**src/masked_histogram_mean_spread_macros.svh**
```systemverilog
// Assertion macros for the masked histogram statistics block.
// Depends on nothing; included by the files that carry assertions.
`ifndef MASKED_HISTOGRAM_MEAN_SPREAD_MACROS_SVH
`define MASKED_HISTOGRAM_MEAN_SPREAD_MACROS_SVH
`ifndef SYNTHESIS
`define MHMS_ASSERT_IMP(name, clk, rst_n, a, c) \
    name: assert property (@(posedge clk) disable iff (!rst_n) (a) |-> (c)) \
        else $error("mhms assertion failed");
`define MHMS_ASSERT_NXT(name, clk, rst_n, a, c) \
    name: assert property (@(posedge clk) disable iff (!rst_n) (a) |=> (c)) \
        else $error("mhms assertion failed");
`else
`define MHMS_ASSERT_IMP(name, clk, rst_n, a, c)
`define MHMS_ASSERT_NXT(name, clk, rst_n, a, c)
`endif
`endif

```
**src/mhms_ram.sv**
```systemverilog
// Generic single write port, single read port RAM with registered read.
// No dependencies.
module mhms_ram #(
    parameter int WIDTH = 8,
    parameter int DEPTH = 256
) (
    input  logic                     clk,
    input  logic                     we,
    input  logic [$clog2(DEPTH)-1:0] waddr,
    input  logic [WIDTH-1:0]         wdata,
    input  logic [$clog2(DEPTH)-1:0] raddr,
    output logic [WIDTH-1:0]         rdata
);
    logic [WIDTH-1:0] mem [DEPTH];

    // read during write to the same entry returns the old data
    always_ff @(posedge clk)
    begin
        if (we)
        begin
            mem[waddr] <= wdata;
        end
        rdata <= mem[raddr];
    end
endmodule

```
**config.mk**
```make
export PLATFORM = sky130hd
export DESIGN_NAME = mhms_ram
export DESIGN_NICKNAME = d
export VERILOG_FILES = /design/src/masked_histogram_mean_spread_macros.svh /design/src/mhms_ram.sv
export SDC_FILE = /design/constraint.sdc
export NUM_CORES = 2
export LEC_CHECK = 0
export BUFFER_PORTS_ARGS = -buffer_cell sky130_fd_sc_hd__buf_2
export CAP_MARGIN = 20
export CORE_MARGIN = 2
export CORE_UTILIZATION = 55
export DETAILED_ROUTE_END_ITERATION = 8
export PLACE_DENSITY = 0.83
export SLEW_MARGIN = 20
export SYNTH_ARGS = -nofsm -noshare
export SYNTH_HDL_FRONTEND = slang
export SYNTH_SLANG_ARGS = --single-unit
export TNS_END_PERCENT = 100
```
**constraint.sdc**
```tcl
create_clock -name clk -period 4.65 [get_ports clk]
set_clock_uncertainty 0.2 [all_clocks]
set_input_delay 0.2325 -clock clk [delete_from_list [all_inputs] [get_ports clk]]
set_output_delay 0.2325 -clock clk [all_outputs]
set_load 0.005 [all_outputs]
```
# Word-level counts from Yosys, hierarchy flattened
# Memories as Yosys holds them, arrays and structs flattened. A register that Yosys moved wholly into a read port is not among the register bits.
# Cells that the tools add are included.
[totals]
reg_bits = 0
latch_bits = 0
mem_bits_rw = 2048
romBits = 0
inputBits = 26
out_inout_bits = 8
mem_count = 1
[memory_table]
columns = ["name", "depth", "width", "rd", "rd_ports_with_merged_regs", "write_ports", "line_no", "rtl"]
rows = [
  ["mem", 256, 8, 1, 1, 1, "mhms_ram.sv:14", "logic [WIDTH-1:0] mem [DEPTH];"],
]
[op_classes]
n_addsub = 0
mul = 0
n_div = 0
magnitude_cmp = 0
eq_ne = 0
shift = 0
muxes = 2
n_bitwise = 0
n_reduce_logical = 0
[op_table]
columns = ["op", "n"]
rows = [
  ["$mux 1", 2],
]

# Depth between registers and ports, before layout
[depth]
word_depth = 2
mapped_depth = 11

# Least setup slack after synthesis
# No wires, ideal clock.
[synth_timing]
kind = "input-to-reg"
start = "input port raddr[0]"
end = "register rdata[2] (read register of mem)"
t_arrival_ps = 2039
t_required_ps = 4319
path_slack_ps = 2280
path_stages = 9
cell_sequence = "buf_6 > buf_12 > buf_8 > buf_2 > mux4_2 > a22oi_1 > a21oi_1 > nor4_1 > nor4_2"
[synth_lines]
columns = ["item", "line_no", "rtl"]
rows = [
  ["start: declaration", "mhms_ram.sv:11", "input logic [$clog2(DEPTH)-1:0] raddr,"],
  ["end: declaration", "mhms_ram.sv:12", "output logic [WIDTH-1:0] rdata"],
]

# Final worst setup path
[layout_timing]
start = "input port waddr[0]"
end = "memory mem[0][2], enable pin"
[layout_lines]
columns = ["item", "line_no", "rtl"]
rows = [
  ["start: declaration", "mhms_ram.sv:9", "input logic [$clog2(DEPTH)-1:0] waddr,"],
  ["end: declaration", "mhms_ram.sv:14", ""],
]
# No word-level cell before the write port.

==> results.json <==
{
  "ff2ff_path_depth": 5,
  "syn_nets": 3759,
  "synthFlopType": "edfxtp_1",
  "synthAdderAreaFrac_pct": 0,
  "postRouteWirelength_mm": 211,
  "synth_compound_area_share_pct": 3.42,
  "die_y_um": 384,
  "use_met3_pct": 9.46,
  "utilization_pct": 61.4,
  "antenna_found_initial": 16,
  "post_cts_buffers": 0,
  "syn_to_final_growth_pct": 10.9,
  "yosys_warnings": 0,
  "worstSkewPairLatency_ns": 0.86,
  "wire_per_inst_um": 35.6,
  "io_buffers": 33,
  "ys_types": 55,
  "maxCapViolCount": 0,
  "netlist_instances": 3733,
  "grt_use_total_pct": 28.8,
  "ys_top_cells_by_area": "edfxtp_1 (77%), mux4_2 (13%), mux2i_1 (1.7%), nor2_1 (1.3%), a22oi_1 (1.3%)",
  "synth.mux.area_fraction_pct": 14.6,
  "outcome": "finished, violations left",
  "yosys-top-cells-count": "edfxtp_1 (2048), mux4_2 (454), nor2_1 (282)",
  "clk_pin_slew_worst_paths_ns": 0.06,
  "clock_tree.buffer_depth": 3,
  "cp_data_arrival_time_ns": 3.94,
  "top_usage_layer": "met2",
  "clock_sinks": 2056,
  "grt_pass1_wl_mm": 303,
  "cts_root_buf": "clkbuf_16",
  "critPathLaunchType": "input pin",
  "coreArea_sq_um": 144000,
  "vias": 42207,
  "multi_input_area_sq_um": 16500,
  "synth_xor_area_share_pct": 0,
  "p_leak_nw": 27.2,
  "synth_top_area_share_pct": 77.3,
  "rsz0062_at_grt": "no",
  "hp-class": "input pin to register",
  "violations": "DRC",
  "grt_max_degree": 153,
  "cp-end-kind": "register",
  "rows": 139,
  "ys_ff_latch": 2056,
  "synth-async-reset-ratio_pct": 0,
  "synth_most_common_cell": "edfxtp_1",
  "syn_area_sq_um": 79600,
  "floorplan.initialDensity_pct": 55.4,
  "synth_seq_area_share_pct": 77.5,
  "first_pass_iters": 9,
  "path_class": "input pin to register",
  "cts-buffers-inserted": 190,
  "synth-edff-count": 2048,
  "required_ns": 4.90,
  "layout.nets": 3889,
  "avgSynthCellArea_sq_um": 21.3,
  "synthSimpleGateAreaFrac_pct": 2.63,
  "vias_per_cell": 7.11,
  "fp.dieW_um": 384,
  "power_density_nw_per_um2": 428,
  "use_met1_pct": 36.8,
  "drc_errors": 5,
  "gp_congestion": 0.910,
  "fin_setup_tns_ns": 0,
  "synth_top_area_cell": "edfxtp_1",
  "gr-total-overflow": 0,
  "synth_top_family_by_area": "multiplexers",
  "postRouteAntennaNets": 0,
  "final_hold_viol_count": 0,
  "whs_path_depth": 1,
  "drive_gt1_share_pct": 22.4,
  "nFillCells": 9000,
  "cp_max_fo": 10,
  "regArea_sq_um": 61700,
  "relSlewSlack_pct": 8.51,
  "setup_viol_count_final": 0,
  "grt_util_met2_pct": 44.4,
  "vdd_ir_drop_max_uv": 460,
  "report.final.slew_viol_count": 0,
  "htreeDepth": 4,
  "finalCriticalPeriod_ns": 3.69,
  "first_global_vias": 41961,
  "drtIter0Drc": 7735,
  "min_period_over_period_pct": 79.3,
  "ios": 34,
  "dp_hpwl_mm": 117,
  "cts_tree": "done",
  "worst_pin_slew_ns": 1.36,
  "die-area_sq_um": 148000,
  "fmax_mhz": 271
}
## layer usage
layer  wire, um  part of all wire [%]  vias up
met5        240                  0.11        -
met3      30900                    15      887
met1      67800                    32    21212
met4      13200                   6.2       22
met2      99200                    47     4135
li1           -                     -    15951
## per-stage QoR
| stage | setup WS, ns | cell area, sq um | power [W] | cells | hold slack (ns) |
|---|---|---|---|---|---|
| final | 0.963 | 88200 | 0.0378 | 5933 | 0.0164 |
| after global routing | 1.09 | 88200 | 0.0384 | 5924 | 0.0517 |
| after CTS | 1.29 | 88100 | 0.0377 | 5919 | 0.0214 |
| after detailed placement | 0.857 | 82000 | 0.0226 | 5559 | 0.567 |
| after global placement | 0.954 | 82000 | 0.0226 | 5559 | 0.585 |
| after floorplan | 2.28 | 79600 | 0.0218 | 3733 | 0.131 |
## power by group
| part | switching (W) | leakage, nW | total (W) | internal (W) |
|---|---|---|---|---|
| Combinational | 0.00128 | 5.71 | 0.00190 | 0.000626 |
| Clock | 0.00692 | 2.97 | 0.0154 | 0.00845 |
| Sequential | 0.0000572 | 18.5 | 0.0205 | 0.0204 |
## registers in the layout (all words and copies together) (netlist names)
signal and cells:
mem 2048, rdata 8
## area by class of cell
| cell class | instances | area share [%] |
|---|---|---|
| multi-input combinational | 1442 | 18.7 |
| timing repair buffer | 171 | 1.81 |
| tap | 1903 | 2.70 |
| clock inverter | 106 | 1.13 |
| clock buffer | 243 | 5.76 |
| inverter | 2 | 0.00851 |
| sequential | 2056 | 69.9 |
| antenna | 10 | 0.0284 |
## critical path: stages
cell and delay (ns):
dlygate4sd3_1 0.59, buf_2 0.23, nor2_1 0.64, nand3_1 0.90, buf_4 0.53, nor2_1 0.81
## worst paths after layout
path                 end  slack, ns       start
max            mem[0][2]       0.96    waddr[0]
min          mem[245][4]       0.02    wdata[4]
max reg2reg     rdata[4]       1.29  mem[67][4]
min reg2reg     rdata[5]       0.87  mem[33][5]
## logic make-up after synthesis
| group | count (synthesis) |
|---|---|
| simple gates | 466 |
| compound gates | 385 |
| buf+inv | 235 |
| flops | 2056 |
| mux | 591 |
## cells in the final DEF (no fill, tap or decap), types with 6 or more instances in the layout
cell / count
a22oi_1: 133
nor2b_1: 28
mux4_2: 454
clkbuf_8: 8
mux2i_1: 134
nor4_1: 20
clkinv_1: 40
clkbuf_16: 196
dfxtp_1: 8
clkbuf_1: 47
nand4_1: 10
nand3_1: 34
o211ai_1: 10
nand2b_1: 8
o21ai_0: 10
a211oi_1: 16
nand2_1: 32
and2_1: 6
clkinv_2: 35
nor3_1: 22
dlygate4sd3_1: 13
edfxtp_1: 2048
o22ai_1: 28
bufinv_16: 12
a221oi_1: 13
buf_12: 20
a22o_1: 8
nor4_2: 7
a21oi_1: 96
buf_2: 22
buf_4: 104
nor2_1: 279
diode_2: 10
o221ai_1: 46
## timing repair
action | CTS | global route
hold buffers | 11 | 2
gates resized for setup | 0 | 0
hold endpoints to repair | 576 | 35
setup endpoints to repair | 0 | 0
Power figures use the tool's default switching activity.
