### config.mk
export PLATFORM = sky130hd
export DESIGN_NAME = mhms_isqrt
export DESIGN_NICKNAME = d
export VERILOG_FILES = /design/src/masked_histogram_mean_spread_macros.svh /design/src/mhms_pkg.sv /design/src/mhms_isqrt.sv
export SDC_FILE = /design/constraint.sdc
export NUM_CORES = 1
export LEC_CHECK = 0
export BUFFER_PORTS_ARGS = -buffer_cell sky130_fd_sc_hd__buf_2
export CAP_MARGIN = 20
export CORE_MARGIN = 2
export CORE_UTILIZATION = 53
export CTS_CLUSTER_DIAMETER = 80
export CTS_CLUSTER_SIZE = 10
export DETAILED_ROUTE_END_ITERATION = 7
export GPL_TIMING_DRIVEN = 0
export PLACE_DENSITY = 0.77
export SLEW_MARGIN = 30
export SYNTH_ARGS = -nofsm -noshare
export SYNTH_HDL_FRONTEND = slang
export SYNTH_SLANG_ARGS = --single-unit
export TNS_END_PERCENT = 1
### constraint.sdc
create_clock -name clk -period 2.9 [get_ports clk]
set_clock_uncertainty 0.1 [all_clocks]
set_input_delay 0.87 -clock clk [delete_from_list [all_inputs] [get_ports clk]]
set_output_delay 0.87 -clock clk [all_outputs]
set_load 0.05 [all_outputs]
### src/masked_histogram_mean_spread_macros.svh
// Assertion macros for the masked histogram statistics block.
// Depends on nothing; included by the files that carry assertions.
`ifndef MASKED_HISTOGRAM_MEAN_SPREAD_MACROS_SVH
`define MASKED_HISTOGRAM_MEAN_SPREAD_MACROS_SVH
`ifndef SYNTHESIS
`define MHMS_ASSERT_IMP(name, clk, rst_n, a, c) \
    name: assert property (@(posedge clk) disable iff (!rst_n) (a) |-> (c)) \
        else $error("mhms assertion failed");
`define MHMS_ASSERT_NXT(name, clk, rst_n, a, c) \
    name: assert property (@(posedge clk) disable iff (!rst_n) (a) |=> (c)) \
        else $error("mhms assertion failed");
`else
`define MHMS_ASSERT_IMP(name, clk, rst_n, a, c)
`define MHMS_ASSERT_NXT(name, clk, rst_n, a, c)
`endif
`endif

### src/mhms_pkg.sv
// Types, widths and state codes for the masked histogram statistics block.
// No dependencies; used by every module of the block except mhms_ram.
package mhms_pkg;

    localparam int COUNT_BITS   = 24;
    localparam int BIN_COUNT    = 256;
    localparam int BIN_BITS     = $clog2(BIN_COUNT);
    localparam int OUT_CNT_BITS = 24;
    localparam int CMP_BITS     = (COUNT_BITS > OUT_CNT_BITS) ? COUNT_BITS : OUT_CNT_BITS;
    localparam int SUM_BITS     = COUNT_BITS + BIN_BITS;
    localparam int WSUM_BITS    = COUNT_BITS + 2 * BIN_BITS;
    localparam int DEV_BITS     = COUNT_BITS + BIN_BITS;
    localparam int SQR_BITS     = 2 * DEV_BITS;
    localparam int VAR_BITS     = SQR_BITS + BIN_BITS;
    localparam int ROOT_BITS    = (VAR_BITS + 2) / 2;
    localparam int ITER_BITS    = $clog2(ROOT_BITS + 1);
    localparam int DIVD_BITS    = SUM_BITS + 1;
    localparam int DIVN_BITS    = DIVD_BITS + 8;
    localparam int WALK_BITS    = BIN_BITS + 1;

    typedef struct packed {
        logic [7:0] pixel_value;
        logic [7:0] mask_value;
        logic       last_pixel;
    } pixel_item_t;

    typedef struct packed {
        logic [7:0]              mean_level;
        logic [7:0]              spread;
        logic [OUT_CNT_BITS-1:0] pixel_count;
        logic                    empty_frame;
    } stats_item_t;

    typedef struct packed {
        logic                 start;
        logic [DIVN_BITS-1:0] num;
        logic [DIVD_BITS-1:0] den;
    } div_req_t;

    typedef struct packed {
        logic       done;
        logic [7:0] quot;
    } div_rsp_t;

    typedef struct packed {
        logic                   start;
        logic [2*ROOT_BITS-1:0] value;
    } sqrt_req_t;

    typedef struct packed {
        logic                 done;
        logic [ROOT_BITS-1:0] root;
    } sqrt_rsp_t;

    typedef enum logic [3:0] {
        ST_IDLE,
        ST_DRAIN,
        ST_SUM,
        ST_MEAN_GO,
        ST_MEAN,
        ST_VAR,
        ST_ROOT_GO,
        ST_ROOT,
        ST_SPREAD_GO,
        ST_SPREAD,
        ST_EMIT,
        ST_CLEAR
    } state_t;

    localparam logic ADDR_MASK_ENABLE = 1'b0;

endpackage

### src/mhms_isqrt.sv
// Integer square root (floor), two radicand bits per cycle.
// Depends on mhms_pkg.
module mhms_isqrt (
    input  logic               clk,
    input  logic               rst_n,
    input  mhms_pkg::sqrt_req_t req,
    output mhms_pkg::sqrt_rsp_t rsp
);
    localparam int RB = mhms_pkg::ROOT_BITS;

    logic [2*RB-1:0]                val_reg, val_next;
    logic [RB+2:0]                  rem_reg, rem_next, rem_sh, trial;
    logic [RB-1:0]                  root_reg, root_next;
    logic [mhms_pkg::ITER_BITS-1:0] iter_reg, iter_next;
    logic                           active_reg, active_next;
    logic                           done_reg, done_next;

    always_comb
    begin
        rem_sh      = {rem_reg[RB:0], val_reg[2*RB-1 -: 2]};
        trial       = {1'b0, root_reg, 2'b01};
        val_next    = val_reg;
        rem_next    = rem_reg;
        root_next   = root_reg;
        iter_next   = iter_reg;
        active_next = active_reg;
        done_next   = 1'b0;
        if (req.start)
        begin
            val_next    = req.value;
            rem_next    = '0;
            root_next   = '0;
            iter_next   = mhms_pkg::ITER_BITS'(RB);
            active_next = 1'b1;
        end
        else if (active_reg)
        begin
            val_next = {val_reg[2*RB-3:0], 2'b00};
            if (rem_sh >= trial)
            begin
                rem_next  = rem_sh - trial;
                root_next = {root_reg[RB-2:0], 1'b1};
            end
            else
            begin
                rem_next  = rem_sh;
                root_next = {root_reg[RB-2:0], 1'b0};
            end
            iter_next = iter_reg - 1'b1;
            if (iter_reg == mhms_pkg::ITER_BITS'(1))
            begin
                active_next = 1'b0;
                done_next   = 1'b1;
            end
        end
    end

    always_ff @(posedge clk or negedge rst_n)
    begin
        if (!rst_n)
        begin
            active_reg <= 1'b0;
            done_reg   <= 1'b0;
        end
        else
        begin
            active_reg <= active_next;
            done_reg   <= done_next;
        end
    end

    always_ff @(posedge clk)
    begin
        val_reg  <= val_next;
        rem_reg  <= rem_next;
        root_reg <= root_next;
        iter_reg <= iter_next;
    end

    assign rsp.done = done_reg;
    assign rsp.root = root_reg;
endmodule

Word level (Yosys, flattened, before mapping)
Cells that the tools add are included.
{"block": "classes", "add_sub_neg": 2, "order_cmp": 1, "n_eq_ne": 1, "muxes": 10, "reduce_logical": 1}
{"op": "2-to-1 mux 74 bit", "count": 2}
{"op": "greater-or-equal comparator 40 x 39 -> 1 bit", "count": 1}
{"op": "2-to-1 mux 38 bit", "count": 1}
{"op": "subtractor 38 bit", "count": 1}
{"op": "2-to-1 mux 1 bit", "count": 7}
{"op": "equality test 6 x 1 -> 1 bit (second input constant)", "count": 1}
{"op": "subtractor 6 x 1 -> 6 bit (second input constant)", "count": 1}
{"op": "nonzero test 2 bit", "count": 1}
{"block": "totals", "register_bits": 157, "inputBits": 77, "out_inout_bits": 38, "wordCells": 21}

Longest topological paths before layout
{"block": "depth", "ltp_word": 4, "depth_mapped": 14, "depth_no_buf": 12}

Least setup slack after synthesis
Ideal clock, no wire load.
{"block": "synth_path", "kind": "input -> register", "startpoint": "input req[74] in the netlist's numbering", "endpoint": "register val_reg[0] (enable)", "setup_time_ns": 0.428, "arrival_ns": 2.830, "required_ns": 2.372, "slack_ns": -0.458, "cell_stages": 4, "n_path_buf": 2, "cell_sequence": "buf_2 -> clkbuf_1 -> nor2_1 -> inv_1"}
{"block": "synth_via", "elab_chain_len": 1}
{"item": "start: declaration", "line": "mhms_isqrt.sv:6", "source": "input mhms_pkg::sqrt_req_t req,"}
{"item": "nonzero test 2 bit (no source line)"}
{"item": "end signal: assignment", "line": "mhms_isqrt.sv:74", "source": "val_reg <= val_next;"}
{"item": "end: declaration", "line": "mhms_isqrt.sv:11", "source": "logic [2*RB-1:0] val_reg, val_next;"}
No other way between the ends.
A chain may end at the register's enable or synchronous reset.

Worst setup path in the final report
{"block": "layout_path", "startpoint": "register root_reg[19]", "endpoint": "register rem_reg[16]"}
{"block": "layout_via", "elab_chain_len": 2}
{"item": "start: declaration", "line": "mhms_isqrt.sv:13", "source": "logic [RB-1:0] root_reg, root_next;"}
{"item": "start signal: assignment", "line": "mhms_isqrt.sv:76", "source": "root_reg <= root_next;"}
{"item": "greater-or-equal comparator 40 x 39 -> 1 bit", "line": "mhms_isqrt.sv:39", "source": "if (rem_sh >= trial)"}
{"item": "2-to-1 mux 38 bit", "line": "mhms_isqrt.sv:39"}
{"item": "end signal: assignment", "line": "mhms_isqrt.sv:75", "source": "rem_reg <= rem_next;"}
{"item": "end: declaration", "line": "mhms_isqrt.sv:12", "source": "logic [RB+2:0] rem_reg, rem_next, rem_sh, trial;"}
No other way between the ends.

==> flow_summary.rst <==
.. list-table::
   :header-rows: 1

   * - Metric
     - Value
   * - Net switching component of the power
     - 4.688 mW
   * - Routed met1 length
     - 8982 µm
   * - Category of the most critical setup path
     - reg2reg
   * - Drc violations
     - 0
   * - Max Cap Viol
     - 0
   * - HPWL after DPL
     - 14030 µm
   * - Fraction of power spent switching nets
     - 39.67%
   * - Worst Setup End Kind
     - register
   * - Post-synthesis cell area
     - 8602 µm²
   * - Ys Warns
     - 0
   * - CTS Hold Bufs
     - 0
   * - RD Place Congestion
     - 0.9131
   * - Max Freq
     - 0.3444 GHz
   * - Post-CTS clock slew at the launch and capture registers of the worst setup and hold paths
     - 60 ps
   * - Setup repair after global routing missed its margin
     - yes
   * - Failing checks
     - setup timing
   * - Synthesized area per cell
     - 10.18 µm²
   * - Sum of buffers and inverters on the critical path
     - 3
   * - Routed vias/inst
     - 5.713
   * - Total met3 wirelength after detailed routing
     - 1556 µm
   * - Die extent in x
     - 131.4 µm
   * - Count of boundary I/O pins
     - 115
   * - Internal cell power
     - 7.129 mW
   * - Worst hold slack across all endpoints
     - 118.5 ps
   * - Reported leakage power
     - 4.726 nW
   * - Area growth from synthesis to final layout
     - 27.26%
   * - Actual slew at the worst max-slew pin
     - 862.3 ps
   * - TritonCTS clock tree
     - yes
   * - Fraction of power consumed by sequential logic
     - 24.5%
   * - Sum Neg Setup Slack
     - -4.010 ps
   * - Tightest slew margin relative to the limit
     - 42.51%
   * - Final ANT Viol Nets
     - 0
   * - Detailed-routed wire length on met2
     - 10410 µm
   * - Commonest cells after routing, fill and taps aside
     - 129 x nor2_1, 115 x buf_2, 74 x edfxtp_1
   * - Cell repeated most along the worst path
     - o22ai_4
   * - Highest cell delay on the worst timing path
     - 340 ps
   * - Worst Path Required
     - 3130 ps
   * - DR top layer
     - met4
   * - Critical path peak fanout
     - 6
   * - Post-layout min period
     - 2904 ps
   * - Fin crit share
     - 100.1%
   * - Power density cells
     - 1080 nW/µm²
   * - CTS buffer count
     - 17
   * - Residual overflow from global routing
     - 0
   * - Core ar.
     - 15890 µm²
   * - Final WL
     - 21440 µm
   * - Later-pin clock latency in the skew report
     - 430 ps
   * - Post-place setup slack
     - -260.5 ps
   * - Worst setup margin
     - -4.010 ps
   * - Async SR Flop Fraction
     - 1.274%
   * - Worst endpoint data arrival time
     - 3140 ps
   * - DIE HEIGHT
     - 131.4 µm
   * - Number of global-route vias before repair
     - 6854
   * - Final antenna diode count
     - 0
   * - Most common library cell in the layout ignoring fill and taps
     - nor2_1
   * - Cell family contributing the most delay on the critical path
     - compound AO/OA/AOI/OAI gates
   * - Count of TritonRoute iterations in the first routing pass
     - 5
   * - Clk sinks
     - 157
   * - Rows
     - 46
   * - Final #Nets
     - 1117
   * - Synth unique cells
     - 66
   * - Peak supply drop
     - 0.8219 mV
   * - Sequential share of the synthesized area
     - 45.27%
   * - CTS Root Buffer Type
     - clkbuf_16
   * - 1st-iter DRT viols
     - 415
   * - Synth Flop Type
     - dfxtp_1
   * - Combined global-route utilization of all metal layers
     - 23.40%
   * - Cells after DPL
     - 1176
   * - Starting Density
     - 54.15%
   * - Logic pwr share
     - 56.8%
   * - CTS H-tree lvls
     - 4
   * - Flip-flop count of the largest register, all copies and words added
     - 74
   * - EDFF count, synth
     - 74
   * - Synth Net Count
     - 963
   * - Clock Power Share
     - 18.7%
   * - Pin count of the biggest net entering global routing
     - 31
   * - Number of setup violations in the final report
     - 1
   * - Area enclosed by the die boundary
     - 17260 µm²
   * - First-pass GRT wire length
     - 32840 µm
   * - Result of the run
     - complete, but fails checks
   * - Number of antenna violations at the first check in global routing
     - 1
   * - Critical Path, Cell by Cell
     - inv_1, ha_4, a21oi_1, o21ai_2, a211oi_2, o31ai_4, a21oi_4, o22ai_4, o22ai_4, buf_6, clkbuf_16, a21oi_2, a211oi_1
   * - Count of vias placed by the detailed router
     - 7016
   * - Power, Total
     - 11.82 mW
   * - Fraction of layout cells with a size suffix above 1
     - 38.34%
   * - Number of slew-limit violations in the final report
     - 0
   * - Kind of start point of the critical path
     - register
   * - Count of mapped cells out of synthesis
     - 845
   * - Final number of hold-violating endpoints
     - 0
   * - Final routed wire length divided by cell count
     - 17.46 µm
   * - Total of buffers placed on input and output ports
     - 113
   * - Flops & latches, synth
     - 157
   * - Cell Count, Final, Fillers Out
     - 1228
   * - Worst min path class
     - in2async
   * - Standard cell with the maximum stage delay on the critical path
     - dfxtp_2
   * - Maximum count of clock buffers along a single path
     - 2
[cell type report]
| cell class | count | area (µm²) |
|---|---|---|
| flip-flops and latches | 157 | 3941 |
| clock inverters | 13 | 138.9 |
| repair buffers | 138 | 793.3 |
| plain buffers | 39 | 236.5 |
| multi-input cells | 596 | 4942 |
| clock buffers | 19 | 432.9 |
| well taps | 216 | 270.3 |
| fillers | 1218 | 4938 |
| inverters | 50 | 191.4 |
[final timing paths]
kind	cells past startpoint	end	from	slack [ps]
worst min register to register	2	rem_reg[33]	rem_reg[33]	400
worst max-delay path	13	rem_reg[16]	root_reg[19]	-4
worst min-delay path	1	active_reg	rst_n	120
worst max register to register	13	rem_reg[16]	root_reg[19]	-4
max in group asynchronous	1	done_reg	rst_n	2480
min in group clk	2	rem_reg[33]	rem_reg[33]	400
[worst register-to-register path, cell delays in order (launching register included)]
cell	delay, ps
dfxtp_2	340
inv_1	70
ha_4	270
a21oi_1	260
o21ai_2	140
a211oi_2	260
o31ai_4	130
a21oi_4	170
o22ai_4	130
o22ai_4	300
buf_6	210
clkbuf_16	160
a21oi_2	50
a211oi_1	220
[kinds of logic (layout without fill, tap and decap cells)]
group | Yosys count | after routing | share of synthesized area, %
adders and majority gates | 41 | 41 | 5.964
and+or+nand+nor | 224 | 224 | 11.90
muxes | 118 | 118 | 14.79
AOI/OAI and AO/OA | 176 | 177 | 13.79
buffers and inverters | 93 | 259 | 4.626
xor gates and xnor gates | 36 | 36 | 3.665
DFF | 157 | 157 | 45.27
[Yosys cell counts, types with 3 or more instances]
master | instances | area (µm²)
buf_2 | 6 | 30.03
nor4_1 | 4 | 25.02
inv_1 | 49 | 183.9
xor2_1 | 13 | 113.9
o21bai_1 | 4 | 30.03
a21o_1 | 17 | 127.6
clkbuf_1 | 21 | 78.83
edfxtp_1 | 74 | 2222
dfxtp_1 | 81 | 1622
o211ai_1 | 3 | 22.52
o21ai_0 | 20 | 100.1
ha_1 | 41 | 513.0
xnor2_1 | 23 | 201.4
nor2b_1 | 4 | 25.02
nor3_1 | 9 | 45.04
nand2b_1 | 6 | 37.54
a211oi_1 | 37 | 277.8
nand4_1 | 9 | 56.30
and3_1 | 5 | 31.28
buf_1 | 7 | 26.28
nand3_1 | 4 | 20.02
buf_4 | 7 | 52.55
and2_1 | 5 | 31.28
mux2_2 | 73 | 822.0
a21oi_1 | 66 | 330.3
mux2i_1 | 45 | 450.4
nor2_1 | 132 | 495.5
nand2_1 | 31 | 116.4
[through the flow]
stage / instance area (µm²) / util, %
floorplan: 8657 / -
global placement: 9493 / 59.76
detailed placement: 9533 / 60.01
CTS: 10320 / 64.95
global route: 10950 / 68.91
finish: 10950 / 68.91
[layer usage]
layer | vias up | GRT usage (%)
met2 | 264 | 38.92
met4 | 0 | 7.911
li1 | 3342 | -
met1 | 3371 | 28.53
met3 | 39 | 7.948
met5 | - | 0
[power groups by stage]
stage	clock network (mW)	logic (mW)	registers (mW)
3_3_place_gp	0	4.79	2.88
5_1_grt	2.34	7.23	2.92
4_1_cts	2.23	5.34	2.85
3_5_place_dp	0	4.86	2.89
6_report	2.21	6.71	2.90
2_1_floorplan	0	3.91	2.87
[timing repair]
| action | in CTS | in global routing |
|---|---|---|
| setup endpoints to repair | 39 | 39 |
| pin swaps | 20 | 44 |
| resized for setup | 32 | 110 |
| cloned | 2 | 1 |
| buffers inserted | 8 | 13 |
(Power assumes the default switching activity.)
