[src/masked_histogram_mean_spread_macros.svh]
// Assertion macros for the masked histogram statistics block.
// Depends on nothing; included by the files that carry assertions.
`ifndef MASKED_HISTOGRAM_MEAN_SPREAD_MACROS_SVH
`define MASKED_HISTOGRAM_MEAN_SPREAD_MACROS_SVH
`ifndef SYNTHESIS
`define MHMS_ASSERT_IMP(name, clk, rst_n, a, c) \
    name: assert property (@(posedge clk) disable iff (!rst_n) (a) |-> (c)) \
        else $error("mhms assertion failed");
`define MHMS_ASSERT_NXT(name, clk, rst_n, a, c) \
    name: assert property (@(posedge clk) disable iff (!rst_n) (a) |=> (c)) \
        else $error("mhms assertion failed");
`else
`define MHMS_ASSERT_IMP(name, clk, rst_n, a, c)
`define MHMS_ASSERT_NXT(name, clk, rst_n, a, c)
`endif
`endif

[src/mhms_pkg.sv]
// Types, widths and state codes for the masked histogram statistics block.
// No dependencies; used by every module of the block except mhms_ram.
package mhms_pkg;

    localparam int COUNT_BITS   = 24;
    localparam int BIN_COUNT    = 256;
    localparam int BIN_BITS     = $clog2(BIN_COUNT);
    localparam int OUT_CNT_BITS = 24;
    localparam int CMP_BITS     = (COUNT_BITS > OUT_CNT_BITS) ? COUNT_BITS : OUT_CNT_BITS;
    localparam int SUM_BITS     = COUNT_BITS + BIN_BITS;
    localparam int WSUM_BITS    = COUNT_BITS + 2 * BIN_BITS;
    localparam int DEV_BITS     = COUNT_BITS + BIN_BITS;
    localparam int SQR_BITS     = 2 * DEV_BITS;
    localparam int VAR_BITS     = SQR_BITS + BIN_BITS;
    localparam int ROOT_BITS    = (VAR_BITS + 2) / 2;
    localparam int ITER_BITS    = $clog2(ROOT_BITS + 1);
    localparam int DIVD_BITS    = SUM_BITS + 1;
    localparam int DIVN_BITS    = DIVD_BITS + 8;
    localparam int WALK_BITS    = BIN_BITS + 1;

    typedef struct packed {
        logic [7:0] pixel_value;
        logic [7:0] mask_value;
        logic       last_pixel;
    } pixel_item_t;

    typedef struct packed {
        logic [7:0]              mean_level;
        logic [7:0]              spread;
        logic [OUT_CNT_BITS-1:0] pixel_count;
        logic                    empty_frame;
    } stats_item_t;

    typedef struct packed {
        logic                 start;
        logic [DIVN_BITS-1:0] num;
        logic [DIVD_BITS-1:0] den;
    } div_req_t;

    typedef struct packed {
        logic       done;
        logic [7:0] quot;
    } div_rsp_t;

    typedef struct packed {
        logic                   start;
        logic [2*ROOT_BITS-1:0] value;
    } sqrt_req_t;

    typedef struct packed {
        logic                 done;
        logic [ROOT_BITS-1:0] root;
    } sqrt_rsp_t;

    typedef enum logic [3:0] {
        ST_IDLE,
        ST_DRAIN,
        ST_SUM,
        ST_MEAN_GO,
        ST_MEAN,
        ST_VAR,
        ST_ROOT_GO,
        ST_ROOT,
        ST_SPREAD_GO,
        ST_SPREAD,
        ST_EMIT,
        ST_CLEAR
    } state_t;

    localparam logic ADDR_MASK_ENABLE = 1'b0;

endpackage

[src/mhms_divider.sv]
// Restoring divider, one quotient bit per cycle, quotient saturated to 8 bits.
// Depends on mhms_pkg.
module mhms_divider (
    input  logic              clk,
    input  logic              rst_n,
    input  mhms_pkg::div_req_t req,
    output mhms_pkg::div_rsp_t rsp
);
    logic [mhms_pkg::DIVN_BITS-1:0] rem_reg, rem_next, shifted;
    logic [mhms_pkg::DIVD_BITS-1:0] den_reg, den_next;
    logic [3:0]                     step_reg, step_next;
    logic [8:0]                     quot_reg, quot_next;
    logic                           active_reg, active_next;
    logic                           done_reg, done_next;
    logic                           fits;

    always_comb
    begin
        shifted     = {den_reg, 8'd0} >> (4'd8 - step_reg);
        fits        = rem_reg >= shifted;
        rem_next    = rem_reg;
        den_next    = den_reg;
        step_next   = step_reg;
        quot_next   = quot_reg;
        active_next = active_reg;
        done_next   = 1'b0;
        if (req.start)
        begin
            rem_next    = req.num;
            den_next    = req.den;
            step_next   = 4'd8;
            quot_next   = '0;
            active_next = 1'b1;
        end
        else if (active_reg)
        begin
            if (fits)
            begin
                rem_next  = rem_reg - shifted;
                quot_next = quot_reg | (9'd1 << step_reg);
            end
            if (step_reg == 4'd0)
            begin
                active_next = 1'b0;
                done_next   = 1'b1;
            end
            else
            begin
                step_next = step_reg - 4'd1;
            end
        end
    end

    always_ff @(posedge clk or negedge rst_n)
    begin
        if (!rst_n)
        begin
            active_reg <= 1'b0;
            done_reg   <= 1'b0;
        end
        else
        begin
            active_reg <= active_next;
            done_reg   <= done_next;
        end
    end

    always_ff @(posedge clk)
    begin
        rem_reg  <= rem_next;
        den_reg  <= den_next;
        step_reg <= step_next;
        quot_reg <= quot_next;
    end

    assign rsp.done = done_reg;
    assign rsp.quot = quot_reg[8] ? 8'hFF : quot_reg[7:0];
endmodule

[config.mk]
export PLATFORM = sky130hd
export DESIGN_NAME = mhms_divider
export DESIGN_NICKNAME = d
export VERILOG_FILES = /design/src/masked_histogram_mean_spread_macros.svh /design/src/mhms_pkg.sv /design/src/mhms_divider.sv
export SDC_FILE = /design/constraint.sdc
export NUM_CORES = 1
export LEC_CHECK = 0
export ABC_AREA = 1
export ABC_CLOCK_PERIOD_IN_PS = 6150
export BUFFER_PORTS_ARGS = -buffer_cell sky130_fd_sc_hd__clkbuf_2
export CAP_MARGIN = 20
export CORE_MARGIN = 4
export CORE_UTILIZATION = 61
export CTS_CLUSTER_SIZE = 24
export DETAILED_ROUTE_END_ITERATION = 6
export PLACE_DENSITY = 0.83
export SYNTH_ARGS = -nofsm -noshare
export SYNTH_HDL_FRONTEND = slang
export SYNTH_SLANG_ARGS = --single-unit
[constraint.sdc]
create_clock -name clk -period 6.15 [get_ports clk]
set_input_delay 1.845 -clock clk [delete_from_list [all_inputs] [get_ports clk]]
set_output_delay 1.845 -clock clk [all_outputs]
set_load 0.005 [all_outputs]
# [Word-level counts from Yosys, hierarchy flattened]
# Index checks and enable logic that the tools add are counted.
[op_classes] n_addsub=3 n_lt_le_gt_ge=1 shifts=2 mux=10 bitwise_logic=2 n_reduce_logical=6
[ops] operator="two-way mux 41 bit" n=3
[ops] operator="greater-or-equal comparator 41 bit" n=1
[ops] operator="right shift 41 x 4 -> 41 bit" n=1
[ops] operator="subtractor 41 bit" n=1
[ops] operator="bitwise OR 9 bit" n=1
[ops] operator="left shift 1 x 4 -> 9 bit, first input constant" n=1
[ops] operator="two-way mux 8 bit" n=1
[ops] operator="two-way mux 1 bit" n=6
[ops] operator="AND reduction 2 bit" n=3
[ops] operator="logical NOT 4 bit" n=1
[ops] operator="nonzero test 2 bit" n=2
[ops] operator="subtractor 4 x 1 -> 4 bit, second input constant" n=1
[ops] operator="subtractor 4 bit, first input constant" n=1
[ops] operator="inverter 1 bit" n=1
[totals] regBits=89 inputBits=77 output_inout_bits=9 word_cells=30

# [Logic depth before layout (Yosys ltp)]
# Gate-level depths: netlist of run 1.
[depth] ltp_word=6 depth_mapped=27 depth_no_buf=25

# [Least setup slack after synthesis of run 1]
# Ideal clock, no wire load.
[synth_timing] kind="register to register" startpoint="reg step_reg[0]" endpoint="reg rem_reg[0] (netlist name), enable pin" setup_time_ps=399 arrival_ps=4094 required_time_ps=5751 path_slack_ps=1657 stages_incl_launch_ff=21 n_path_buf=3 period_less_slack_ps=4493 path_cell_list="dfxtp_1 inv_2 clkbuf_1 ha_1 ha_1 buf_2 clkinv_1 clkbuf_1 o21ai_0 mux2i_1 ha_1 nand2_1 nor2_1 nand2_1 nor2_1 nand2_1 nand3_2 nand2_4 nand2_8 nand2_1 nand2_1"
[synth_between] elab_chain_len=5
[synth_rtl] element="start: declaration" line="mhms_divider.sv:11" source="logic [3:0] step_reg, step_next;"
[synth_rtl] element="start signal: assignment" line="mhms_divider.sv:72" source="step_reg <= step_next;"
[synth_rtl] element="subtractor 4 bit" line="mhms_divider.sv:19" source="shifted = {den_reg, 8'd0} >> (4'd8 - step_reg);"
[synth_rtl] element="right shift 41 x 4 -> 41 bit" line="mhms_divider.sv:19"
[synth_rtl] element="greater-or-equal comparator 41 bit" line="mhms_divider.sv:20" source="fits = rem_reg >= shifted;"
[synth_rtl] element="nonzero test 2 bit (no source line)"
[synth_rtl] element="AND reduction 2 bit (no source line)"
[synth_rtl] element="end signal: assignment" line="mhms_divider.sv:70" source="rem_reg <= rem_next;"
[synth_rtl] element="end: declaration" line="mhms_divider.sv:9" source="logic [mhms_pkg::DIVN_BITS-1:0] rem_reg, rem_next, shifted;"
# No other way between the ends.
# A chain may end at the register's enable or synchronous reset.

# [Worst setup path in the final report of run 1]
[layout_timing] startpoint="reg step_reg[1]" endpoint="reg rem_reg[39] (netlist name), enable pin"
# Same word-level chain as after synthesis.

==> impl_metrics.yaml, run 1 <==
timing:
  period_minus_slack_ns: 5.26
  finalHoldViolations: 0
  worst_pin_slew_ns: 0.807
  finClkSkew_ns: 0.0115
  whs_ns: 0.465
  max_freq_mhz: 190
  setup_viol: 0
  grt_setup_unrepaired: "false"
  drv_slew: 0
  post-route-worst-setup-slack_ns: 0.895
  tns_ns: 0
  slew_headroom_pct: 46.0
  final.period_utilization_pct: 85.5
cells_and_area:
  layout_common_cells: "nand2_1, o21ai_0, inv_1"
  layout_commonest_cell: "nand2_1"
  antenna_cells: 0
  drive_gt1_share_pct: 15.0
  largest_register_ffs: 41
  area_delta_synth_final_pct: 10.8
  final_area_mm2: 0.00866
  layout.nets: 1315
  fill_cells: 1080
yosys:
  synth-edff-count: 74
  seq_area_frac_synth_pct: 32.4
  synth.avg_cell_area_um2: 6.96
  synth_area_leaders: "edfxtp_1, nand2_1, ha_1"
  syn_area_mm2: 0.00782
  ys_types: 43
  synthCells: 1123
  yosysTopAreaCellShare_pct: 28.4
  synth.ff_latch_count: 89
  syn-num-nets: 1249
  synthArstFlopShare_pct: 2.25
  yosys_warnings: 0
  synth_top_cell_by_area: "edfxtp_1"
  yosys_most_used_dff: "edfxtp_1"
worst_setup_path:
  critPathLaunchType: "register"
  slowest_delay_ns: 0.48
  crit_path_end_kind: "register"
  worstPathArrival_ns: 5.36
  cpMaxStageDelayCell: "nand2_1"
  cp_cell_sequence: "inv_1, ha_1, ha_1, buf_4, clkinv_1, buf_4, mux2i_1, o21ai_0, ha_1, nand2_2, inv_1, a21oi_1, nand3_2, nand2_1, nand3_2, nand2_4, nand2_8, nand2_1, nand2_1, buf_12"
  worstPathMaxFanout: 27
  cp.required_ns: 6.26
  critPathKind: "register to register"
floorplan:
  rows: 41
  core_area_mm2: 0.0126
  die_x_um: 121
  die_h_um: 121
  ios: 86
  die-area_mm2: 0.0147
  start_util_pct: 62.2
routing:
  firstDrtPassIters: 5
  wire_per_inst_um: 16.2
  viasPerCell: 5.60
  num_vias: 7656
  wirelength_um: 22200
  drt_iter0_drc: 868
  detail-route-antenna-nets: 0
  drc: 0
grt:
  gr-total-overflow: 0
  grt_pass1_wl_um: 34900
  grt_pass1_vias: 7074
  antenna_found_initial: 0
  grtUsageTotal_pct: 30.5
  grt_start_max_net_pins: 71
clock_network:
  cts_resized: 0
  cts_hold_buf: 0
  cts_root_buf: "clkbuf_16"
  clk_pin_slew_worst_paths_ns: 0.07
  numCtsBuffers: 9
  cts_buffer_depth: 2
  cts_tree: "yes"
  clk_latency_ns: 0.36
  cts_num_sinks: 89
  htreeDepth: 3
  cts_setup_buffers: 0
placed_design:
  dp_hpwl_um: 17700
  place_ws_ns: 1.01
  gp_congestion: 0.977
  port_buffers: 85
  placed_area_mm2: 0.00838
outcome:
  status: "complete, no violations"
flow_run:
  cap_violations: 0
hold_path:
  min_path_type: "register to register"
[per-layer routing]
layer	track usage, %	up-vias	share of wire (%)
li1	-	3861	-
met5	0	-	0
met4	13.2	0	3.7
met3	5.87	56	5.9
met2	50.6	271	47
met1	38.7	3468	43
[stage by stage]
stage          utilization, %  cells
3_5_place_dp             66.7   1350
2_1_floorplan               -   1123
5_1_grt                  68.9   1366
6_report                 68.9   1366
3_3_place_gp             66.7   1350
4_1_cts                  68.9   1366
[worst paths after layout]
path | from | endpoint | slack, ns | depth (start not counted)
min in group asynchronous | rst_n | active_reg | 1.26 | 1
min reg2reg | quot_reg[1] | quot_reg[1] | 0.47 | 2
max | step_reg[1] | rem_reg[39] | 0.89 | 20
max reg2reg | step_reg[1] | rem_reg[39] | 0.89 | 20
max in group asynchronous | rst_n | done_reg | 4.80 | 1
min | quot_reg[1] | quot_reg[1] | 0.47 | 2
[final cells by class]
cell class	instances	area (µm²)	share of cell area, %
clock buffers	9	225	2.60
clock inverters	7	61.3	0.708
inverters	105	394	4.55
multi-input cells	890	4730	54.6
flip-flops and latches	89	2530	29.2
well taps	172	215	2.48
repair buffers	94	508	5.86
[worst max-delay path, delay by kind of cell, from the launching register on]
kind | cells | cell delay, ns
buffers and inverters | 6 | 1.56
flip-flops | 1 | 0.36
multiplexers | 1 | 0.17
AND/OR/NAND/NOR | 8 | 1.28
adder cells (fa/ha/maj) | 3 | 0.92
AO/OA/AOI/OAI | 2 | 0.69
[cells in the mapped netlist, types with 11 or more instances]
cell and instances:
a21oi_1 59, a21oi_2 11, buf_2 14, clkbuf_1 20
dfxtp_1 13, edfxtp_1 74, ha_1 48, inv_1 98
mux2i_1 22, nand2_1 384, nand2_2 11, nand3_1 76
nand3_2 16, nor2_1 67, nor2_2 12, o21ai_0 104
o21ai_1 13, xnor2_1 14
[logic make-up (layout without fill, tap and decap cells)]
logic type / Yosys count / in the layout / synth area share [%]
AOI/OAI and AO/OA: 211 / 211 / 14.7
xor gates and xnor gates: 16 / 16 / 1.89
adders and majority gates: 49 / 49 / 7.94
buffers and inverters: 144 / 215 / 7.28
DFF: 89 / 89 / 32.4
muxes: 22 / 22 / 2.82
and+or+nand+nor: 592 / 592 / 32.9
Power of run 1 is left out: the tool's default activity adds up to more than one toggle a clock period on the data nets, which glitch-free logic cannot reach.
==> run 2, diff against run 1 <==
Settings changed: ABC_AREA 1 to 0, CORE_UTILIZATION 61 to 60, PLACE_DENSITY 0.83 to 0.82.
==> impl_metrics.yaml, run 2 <==
timing:
  tns_ns: 0
  max_freq_mhz: 174
  worst_pin_slew_ns: 0.864
  period_minus_slack_ns: 5.76
  drv_slew: 0
  final.period_utilization_pct: 93.7
  finalHoldViolations: 0
  grt_setup_unrepaired: "false"
  slew_headroom_pct: 42.4
  setup_viol: 0
  finClkSkew_ns: 0.0109
yosys:
  synth-edff-count: 74
  synth-xor-area-share_pct: 3.07
  yosys_most_used_dff: "edfxtp_1"
  synthMuxAreaShare_pct: 10.9
  synth_fa_ha_area_share_pct: 8.38
  yosysMostFrequentCell: "nand2_1"
  synth.ff_latch_count: 89
  syn-num-nets: 953
  synth_top_family_by_area: "compound AO/OA/AOI/OAI gates"
  seq_area_frac_synth_pct: 34.2
  synthCells: 827
  synth-compound-area-share_pct: 21.0
  synth_top_cell_by_area: "edfxtp_1"
  synth_area_leaders: "edfxtp_1, ha_1, nand2_1"
  synth.avg_cell_area_um2: 8.96
  synthArstFlopShare_pct: 2.25
  yosysTopAreaCellShare_pct: 30.0
  synth_common_cells: "nand2_1, edfxtp_1, o21ai_0"
  syn_area_mm2: 0.00741
  yosys.area_share.simple_pct: 18.5
  ys_types: 71
  yosys_warnings: 0
routing:
  viasPerCell: 6.31
  firstDrtPassIters: 7
  wirelength_um: 19700
  drc: 6
  detail-route-antenna-nets: 0
  drt_iter0_drc: 707
  num_vias: 6698
  wire_per_inst_um: 18.5
grt:
  grt_pass1_wl_um: 31500
  antenna_found_initial: 0
  grt_start_max_net_pins: 91
  grt_pass1_vias: 6149
  grtUsageTotal_pct: 27.7
  gr-total-overflow: 0
clock_network:
  numCtsBuffers: 9
  cts_hold_buf: 0
  cts_root_buf: "clkbuf_16"
  clk_pin_slew_worst_paths_ns: 0.06
  htreeDepth: 3
  clk_latency_ns: 0.35
  cts_setup_buffers: 0
  cts_tree: "yes"
  cts_buffer_depth: 2
  cts_resized: 0
  cts_num_sinks: 89
worst_setup_path:
  worstPathMaxFanout: 30
  cp.required_ns: 6.20
  crit_path_end_kind: "register"
  rrSetupSlack_ns: 0.39
  worstPathArrival_ns: 5.81
  critPathKind: "register to register"
  critPathLaunchType: "register"
floorplan:
  core_area_mm2: 0.0121
  die_x_um: 119
  die_h_um: 119
  rows: 40
  die-area_mm2: 0.0142
  ios: 86
  start_util_pct: 61.4
cells_and_area:
  drive_gt1_share_pct: 17.7
  layout.nets: 1015
  final_util_pct: 68.4
  layout_common_cells: "nand2_1, clkbuf_2, edfxtp_1"
  largest_register_ffs: 41
  antenna_cells: 0
  area_delta_synth_final_pct: 11.4
  instances_no_fill: 1062
  final_area_mm2: 0.00825
  layout_commonest_cell: "nand2_1"
placed_design:
  dp_hpwl_um: 15300
  dpl.cell_count: 1046
  placed_area_mm2: 0.00798
  gp_congestion: 1.04
  port_buffers: 85
outcome:
  status: "finished with violations"
  violations: "DRC"
flow_run:
  cap_violations: 0
hold_path:
  min_path_type: "register to register"
==> run 2: cell count changes after synthesis, sizes merged, moves of 13 or more <==
cell,before,now
mux4,0,21
and3,0,13
o31ai,0,13
nand4,2,17
nor3,6,20
xor2,2,17
nand2,397,132
a21o,2,17
nand3,92,17
inv,102,28
nor2,81,53
o21ai,118,73
==> run 2: critical path, stage by stage (launching register included) <==
cell and delay (ns):
dfxtp_2 0.33, clkinv_1 0.27, ha_1 0.79, buf_4 0.29, mux4_2 0.35, mux2_2 0.29
o21ai_0 0.29, ha_1 0.35, nand4_2 0.19, nor4_4 0.29, o311ai_4 0.21, a2111oi_2 0.57
o2111a_2 0.33, o21ai_0 0.09, nand2_1 0.50, buf_12 0.27
==> run 2: worst paths after layout <==
check,cells after the start,to,from
max,15,rem_reg[9],step_reg[0]
min in group asynchronous,1,done_reg,rst_n
max in group asynchronous,1,active_reg,rst_n
max reg2reg,15,rem_reg[9],step_reg[0]
min,2,quot_reg[2],quot_reg[2]
min reg2reg,2,quot_reg[2],quot_reg[2]
==> run 2: final cells by class <==
| class | instances | area (µm²) |
|---|---|---|
| clock buffer | 11 | 236 |
| clock inverter | 5 | 31.3 |
| fill | 953 | 3810 |
| inverter | 30 | 113 |
| multi-input combinational | 663 | 4600 |
| sequential | 89 | 2530 |
| tap | 168 | 210 |
| timing repair buffer | 96 | 523 |
==> run 2: cell families after synthesis <==
kind of cell	count (synthesis)
multiplexers	54
AO/OA/AOI/OAI	240
adder cells (fa/ha/maj)	49
XOR/XNOR	26
flip-flops	89
buffers and inverters	75
AND/OR/NAND/NOR	294
==> run 2: per-layer routing <==
metal  up-vias  wire length [µm]  track usage (%)
met5         -                 0                0
met2       325              8580             41.9
li1       3229                 -                -
met1      3114              9150             41.1
met3        30              1590             4.61
met4         0               365             8.18
==> run 2: metrics by stage <==
stage	setup slack, ns	hold slack [ns]
3_3_place_gp	0.668	0.443
5_1_grt	0.0243	0.473
3_5_place_dp	0.520	0.446
6_report	0.389	0.452
4_1_cts	0.513	0.456
2_1_floorplan	0.254	0.432
Power of run 2 is left out for the same reason.
